<file path="src/design/idq_pkg.sv">
// Package: sizes, payload types, operation and status codes of the indexed deque engine.
`default_nettype none

package idq_pkg;

  localparam int DEPTH     = 32;
  localparam int DATA_W    = 32;
  localparam int OPC_W     = 2;
  localparam int POS_W     = 6;
  localparam int ST_W      = 2;
  localparam int CNT_OUT_W = 6;
  localparam int CNT_W     = $clog2(DEPTH + 1);
  localparam int IDX_W     = $clog2(DEPTH);
  localparam int CMP_W     = (CNT_W > POS_W) ? CNT_W : POS_W;

  typedef logic [OPC_W-1:0]         opcode_t;
  typedef logic signed [DATA_W-1:0] data_t;
  typedef logic [POS_W-1:0]         position_t;
  typedef logic [ST_W-1:0]          status_t;
  typedef logic [CNT_OUT_W-1:0]     count_t;
  typedef logic [CNT_W-1:0]         fill_t;
  typedef logic [IDX_W-1:0]         idx_t;
  typedef logic [CMP_W-1:0]         cmp_t;

  localparam opcode_t OP_PUSH   = 2'd0;
  localparam opcode_t OP_POP    = 2'd1;
  localparam opcode_t OP_INSERT = 2'd2;
  localparam opcode_t OP_REMOVE = 2'd3;

  localparam status_t ST_OK    = 2'd0;
  localparam status_t ST_EMPTY = 2'd1;
  localparam status_t ST_RANGE = 2'd2;
  localparam status_t ST_FULL  = 2'd3;

  localparam data_t NEG_ONE = '1;

endpackage

`default_nettype wire

</file>
<file path="src/design/idq_if.sv">
// Interfaces: request channel and result channel, valid/ready handshake.
`default_nettype none

interface idq_req_if;
  import idq_pkg::*;

  logic      valid;
  logic      ready;
  opcode_t   opcode;
  data_t     data_value;
  position_t position;

  modport source (output valid, output opcode, output data_value, output position,
                  input ready);
  modport sink   (input valid, input opcode, input data_value, input position,
                  output ready);
endinterface

interface idq_rsp_if;
  import idq_pkg::*;

  logic    valid;
  logic    ready;
  data_t   popped_value;
  status_t status;
  count_t  entry_count;

  modport source (output valid, output popped_value, output status, output entry_count,
                  input ready);
  modport sink   (input valid, input popped_value, input status, input entry_count,
                  output ready);
endinterface

`default_nettype wire

</file>
<file path="src/design/indexed_deque_engine_top.sv">
// The result is registered and goes valid in the cycle after the request is accepted.
// Throughput: one request per cycle while the output is not stalled; every slot shifts or holds in parallel
//   from the decoded position, so no operation iterates over the sequence.
// A result waiting on a stalled output still lets the next request in when it is taken.
// Reset (rst_n low, synchronous): count and result valid cleared; slot contents
//   are left as they are and only read once written.
`default_nettype none

module indexed_deque_engine_top (
  input  logic      clk,
  input  logic      rst_n,
  idq_req_if.sink   in_ch,
  idq_rsp_if.source out_ch
);
  import idq_pkg::*;

  // Sequence storage: slot 0 is the front
  data_t   slots_r [DEPTH];
  fill_t   fill_r;
  fill_t   fill_nxt;

  // Result register
  logic    out_valid_r;
  data_t   popped_r;
  data_t   popped_nxt;
  status_t status_r;
  status_t status_nxt;
  count_t  count_r;

  logic    accept;
  logic    full;
  logic    empty;
  logic    do_ins;
  logic    do_rem;
  cmp_t    pos_c;
  cmp_t    fill_c;
  cmp_t    edit_pos;
  idx_t    last_idx;

  // Take a new request whenever the result register is free or being drained
  assign in_ch.ready = !out_valid_r || out_ch.ready;
  assign accept      = in_ch.valid && in_ch.ready;

  assign full     = (fill_r == CNT_W'(DEPTH));
  assign empty    = (fill_r == '0);
  assign pos_c    = CMP_W'(in_ch.position);
  assign fill_c   = CMP_W'(fill_r);
  assign last_idx = IDX_W'(fill_r - CNT_W'(1));

  // Decode: status, popped value, next count and which shift to apply.
  // Full is checked before the position for insert.
  always_comb begin
    do_ins     = 1'b0;
    do_rem     = 1'b0;
    edit_pos   = '0;
    status_nxt = ST_OK;
    popped_nxt = '0;
    fill_nxt   = fill_r;
    case (in_ch.opcode)
      OP_PUSH: begin
        if (full) begin
          status_nxt = ST_FULL;
        end else begin
          do_ins   = 1'b1;
          fill_nxt = fill_r + CNT_W'(1);
        end
      end
      OP_POP: begin
        if (empty) begin
          status_nxt = ST_EMPTY;
          popped_nxt = NEG_ONE;
        end else begin
          popped_nxt = slots_r[last_idx];
          fill_nxt   = fill_r - CNT_W'(1);
        end
      end
      OP_INSERT: begin
        edit_pos = pos_c;
        if (full) begin
          status_nxt = ST_FULL;
        end else if (pos_c > fill_c) begin
          status_nxt = ST_RANGE;
        end else begin
          do_ins   = 1'b1;
          fill_nxt = fill_r + CNT_W'(1);
        end
      end
      OP_REMOVE: begin
        edit_pos = pos_c;
        if (pos_c >= fill_c) begin
          status_nxt = ST_RANGE;
        end else begin
          do_rem   = 1'b1;
          fill_nxt = fill_r - CNT_W'(1);
        end
      end
      default: begin
        status_nxt = ST_RANGE;
      end
    endcase
  end

  // Per-slot shift: insert moves slots at and above the position back by one
  // and writes the new value at the position; remove pulls later slots forward.
  // Slots at or past the count may take stale data; they are never read.
  for (genvar g = 0; g < DEPTH; g++) begin : g_slot
    localparam int   PREV = (g == 0) ? 0 : g - 1;
    localparam int   NEXT = (g == DEPTH - 1) ? g : g + 1;
    localparam cmp_t IDX  = CMP_W'(g);

    always_ff @(posedge clk) begin
      if (accept && do_ins && (IDX >= edit_pos)) begin
        if (IDX == edit_pos) begin
          slots_r[g] <= in_ch.data_value;
        end else begin
          slots_r[g] <= slots_r[PREV];
        end
      end else if (accept && do_rem && (IDX >= edit_pos)) begin
        slots_r[g] <= slots_r[NEXT];
      end
    end
  end

  always_ff @(posedge clk) begin
    if (!rst_n) begin
      fill_r      <= '0;
      out_valid_r <= 1'b0;
    end else begin
      if (accept) begin
        fill_r      <= fill_nxt;
        out_valid_r <= 1'b1;
      end else if (out_ch.ready) begin
        out_valid_r <= 1'b0;
      end
    end
  end

  always_ff @(posedge clk) begin
    if (accept) begin
      popped_r <= popped_nxt;
      status_r <= status_nxt;
      count_r  <= CNT_OUT_W'(fill_nxt);
    end
  end

  assign out_ch.valid        = out_valid_r;
  assign out_ch.popped_value = popped_r;
  assign out_ch.status       = status_r;
  assign out_ch.entry_count  = count_r;

endmodule

`default_nettype wire

</file>
<file path="src/flat_wrapper.sv">
// flat-port wrapper written by rule: the top's interface ports become plain ports
module indexed_deque_engine_top_flat import idq_pkg::*;
  (clk, rst_n, in_ch_valid, in_ch_opcode, in_ch_data_value, in_ch_position, in_ch_ready, out_ch_valid, out_ch_popped_value, out_ch_status, out_ch_entry_count, out_ch_ready);
  idq_req_if in_ch_i ();
  idq_rsp_if out_ch_i ();
  input  logic clk;
  input  logic rst_n;
  input wire logic [$bits(in_ch_i.valid)-1:0] in_ch_valid;
  input wire logic [$bits(in_ch_i.opcode)-1:0] in_ch_opcode;
  input wire logic [$bits(in_ch_i.data_value)-1:0] in_ch_data_value;
  input wire logic [$bits(in_ch_i.position)-1:0] in_ch_position;
  output wire logic [$bits(in_ch_i.ready)-1:0] in_ch_ready;
  output wire logic [$bits(out_ch_i.valid)-1:0] out_ch_valid;
  output wire logic [$bits(out_ch_i.popped_value)-1:0] out_ch_popped_value;
  output wire logic [$bits(out_ch_i.status)-1:0] out_ch_status;
  output wire logic [$bits(out_ch_i.entry_count)-1:0] out_ch_entry_count;
  input wire logic [$bits(out_ch_i.ready)-1:0] out_ch_ready;
  assign in_ch_i.valid = in_ch_valid;
  assign in_ch_i.opcode = in_ch_opcode;
  assign in_ch_i.data_value = in_ch_data_value;
  assign in_ch_i.position = in_ch_position;
  assign in_ch_ready = in_ch_i.ready;
  assign out_ch_valid = out_ch_i.valid;
  assign out_ch_popped_value = out_ch_i.popped_value;
  assign out_ch_status = out_ch_i.status;
  assign out_ch_entry_count = out_ch_i.entry_count;
  assign out_ch_i.ready = out_ch_ready;
  indexed_deque_engine_top u_core (.clk(clk), .rst_n(rst_n), .in_ch(in_ch_i), .out_ch(out_ch_i));
endmodule
</file>
<file path="config.mk">
export PLATFORM = sky130hd
export DESIGN_NAME = indexed_deque_engine_top_flat
export DESIGN_NICKNAME = d
export VERILOG_FILES = /design/src/design/idq_pkg.sv /design/src/design/idq_if.sv /design/src/design/indexed_deque_engine_top.sv /design/src/flat_wrapper.sv
export SDC_FILE = /design/constraint.sdc
export NUM_CORES = 2
export LEC_CHECK = 0
export BUFFER_PORTS_ARGS = -buffer_cell sky130_fd_sc_hd__buf_2
export CAP_MARGIN = 20
export CORE_ASPECT_RATIO = 1.75
export CORE_MARGIN = 5
export CORE_UTILIZATION = 55
export DETAILED_ROUTE_END_ITERATION = 7
export MAX_ROUTING_LAYER = met4
export PLACE_DENSITY = 0.72
export SYNTH_ARGS = -nofsm -noshare
export SYNTH_HDL_FRONTEND = slang
export SYNTH_SLANG_ARGS = --single-unit
</file>
<file path="constraint.sdc">
create_clock -name clk -period 15.15 [get_ports clk]
set_input_delay 3.03 -clock clk [delete_from_list [all_inputs] [get_ports clk]]
set_output_delay 3.03 -clock clk [all_outputs]
set_load 0.01 [all_outputs]
</file>
==> impl_metrics.yaml <==
timing:
  finalCritPeriodShare: 0.475
  worstMarginPinSlew_ps: 1060
  max_freq_mhz: 139
  tns_ps: 0
  setup_viol: 0
  slew_violations: 0
  rsz0062_at_grt: "false"
  hold_viol: 0
  skew_ps: 24.2
  finalCriticalPeriod_ps: 7200
  slew_headroom: 0.287
cts:
  clock-sinks: 1071
  cts_setup_buffers: 0
  clock_latency_ps: 730
  cts_max_path_buffers: 3
  cts_tree: "built"
  path_clk_slew_ps: 70
  hold_buffers: 0
  cts_buffers: 103
  clockRootBuffer: "clkbuf_16"
  cts-resized-gates: 0
  h-tree-depth: 3
worst_hold_path:
  hold-path-endpoint: "u_core.slots_r[7][29]$_DFFE_PP_"
  hold_path.startpoint: "u_core.slots_r[8][29]$_DFFE_PP_"
  worstHoldPathType: "reg -> reg"
  whs_path_depth: 2
power_and_ir_drop:
  cellLeakagePower_nw: 24.3
  power_density_nw_per_um2: 115
  vdd_ir_drop_max_uv: 94.2
  power_mw: 7.83
critical_path:
  crit_chain: "buf_2 > nand2b_2 > nand2_1 > inv_2 > buf_4 > nand2_2 > a211oi_4 > buf_4 > or2_1 > buf_4 > a21boi_4 > buf_4"
  rr_worst_depth: 9
  cp_data_required_time_ps: 15500
  cp-end-kind: "flip-flop"
  crit_arrival_ps: 7560
  critPathLaunchType: "input pin"
  cpLargestDelayFamily: "buffers and inverters"
  crit_top_cell: "buf_4"
  r2r_start: "u_core.fill_c[0]$_SDFFE_PN0P_"
  crit_fanout: 49
  reg2reg_to: "u_core.out_ch.popped_value[20]$_SDFFCE_PN0P_"
  crit_slowest_cell: "nand2_2"
  worst-path-buf-inv: 6
  cp_slowest_stage_delay_ps: 780
  critPathKind: "in -> reg"
  reg2reg_slack_ps: 9990
synthesis:
  yosysTopAreaCell: "edfxtp_1"
  async_flop_share: 0
  seq_area_frac_synth: 0.507
  yosys-top-cells-count: "1064 x edfxtp_1, 809 x nor2_1, 771 x nand2_1, 769 x mux2i_1, 695 x a21oi_1"
  synth.distinct_cells: 78
  syn_inst: 5744
  synth-main-ff-cell: "edfxtp_1"
  synth_area_leaders: "edfxtp_1 50%, mux2i_1 12%, mux4_2 9.1%"
  synth_most_common_cell: "edfxtp_1"
  ys_ff_latch: 1071
  synth_top_area_share: 0.505
  syn_avg_cell_area_um2: 11.0
  synth_warnings: 0
  synth-edff-count: 1064
  synth_nets: 5796
  synth.cell_area_um2: 63300
drt:
  via_per_inst: 6.51
  met1_length_um: 67700
  wl_um: 178000
  first_pass_iters: 8
  wl_per_cell_um: 25.0
  drtIter0Drc: 4445
  vias: 46200
  remaining_drc_errors: 0
  dr_wl_met3_um: 12500
  top_layer: "met4"
  detail-route-antenna-nets: 0
  met2_length_um: 91800
outcome:
  status: "finished, final reports clean"
placed_design:
  placed_area_um2: 64500
  placed_cells: 6900
  io_buffers: 85
  place_congestion: 0.909
  dp_hpwl_um: 122000
grt:
  grt_pass1_wl_um: 275000
  track_usage: 0.292
  grt_overflow_total: 0
  grt_max_degree: 99
  antenna_found_initial: 5
  grt_pass1_vias: 45800
die:
  die_w_um: 267
  core_area_um2: 114000
  initial_core_util: 0.554
  dieArea_um2: 122000
  ioPinCount: 86
  rows: 164
  die_h_um: 459
final_layout:
  layout.nets: 5566
  fin_cells: 7100
  drive_gt1_frac: 0.150
  fin_area_um2: 67900
  syn2layout_area_growth_pct: 7.17
  utilization: 0.594
run:
  cap_violations: 0
## through the flow
stage / setup slack [ps] / hold slack [ps]
finish: 7950 / 584
global route: 7750 / 619
CTS: 7930 / 593
floorplan: 5960 / 531
global placement: 7240 / 564
detailed placement: 7160 / 576
## metal layers
| layer | GRT usage | vias up |
|---|---|---|
| li1 | - | 20800 |
| met1 | 0.361 | 23000 |
| met2 | 0.502 | 2080 |
| met3 | 0.0411 | 413 |
| met4 | 0.0922 | 0 |
| met5 | - | - |
## cells by family after synthesis
kind of cell | Yosys count | share of synthesized area
AND/OR/NAND/NOR | 1844 | 0.119
multiplexers | 1153 | 0.236
AO/OA/AOI/OAI | 1103 | 0.0947
flip-flops | 1071 | 0.507
buffers and inverters | 556 | 0.0411
XOR/XNOR | 9 | 0.00124
adder cells (fa/ha/maj) | 8 | 0.00158
## registers in the layout, summed over array words and instances (netlist names)
name	count
u_core.fill_c	6
u_core.out_ch.entry_count	6
u_core.out_ch.popped_value	32
u_core.out_ch.status	2
u_core.out_ch.valid	1
u_core.slots_r	1024
## tightest hold or removal path, cell delays in order, from the launching register on
cell	delay [ps]
edfxtp_1	380
nand2_1	50
o21ai_0	60
## worst max path at each step
stage               slack, ps                               to  depth (start not counted)         startpoint
floorplan                5960  u_core.slots_r[18][0]$_DFFE_PP_                         10  in_ch_position[0]
global placement         7240  u_core.slots_r[1][14]$_DFFE_PP_                         12       out_ch_ready
detailed placement       7160  u_core.slots_r[1][14]$_DFFE_PP_                         12       out_ch_ready
CTS                      7930  u_core.slots_r[1][16]$_DFFE_PP_                         12       out_ch_ready
global route             7750  u_core.slots_r[1][14]$_DFFE_PP_                         12       out_ch_ready
finish                   7950  u_core.slots_r[1][16]$_DFFE_PP_                         12       out_ch_ready
## cell type report
class	count	area, µm²
Fill cell	9318	46400
Inverter	11	41.3
Clock inverter	76	631
Clock buffer	116	2670
Timing Repair Buffer	210	1440
Tap cell	1494	1870
Multi-Input combinational cell	4117	29100
Sequential cell	1071	32100
Antenna cell	5	12.5
## where the power goes
| group | total [mW] | internal (mW) | switching, mW |
|---|---|---|---|
| Sequential | 3.61 | 3.49 | 0.125 |
| Clock | 2.61 | 1.41 | 1.20 |
| Combinational | 1.61 | 0.604 | 1.00 |
| Total | 7.83 | 5.50 | 2.33 |
## layout by cell type (no fill, tap or decap), drive strengths merged, types with 6 or more instances in the layout
cell type  instances
bufinv             8
edfxtp          1064
nand2b            11
clkinv            61
a21oi            697
nor2b              8
o21a               6
nor2             809
clkbuf           116
ha                 8
xnor2              8
mux2i            769
nand2            772
dfxtp              7
o21ai            192
buf              210
mux2             128
mux4             256
a211oi             6
inv               17
and2               6
nand3            154
nor3              54
a31oi            166
Power figures use the tool's default switching activity.
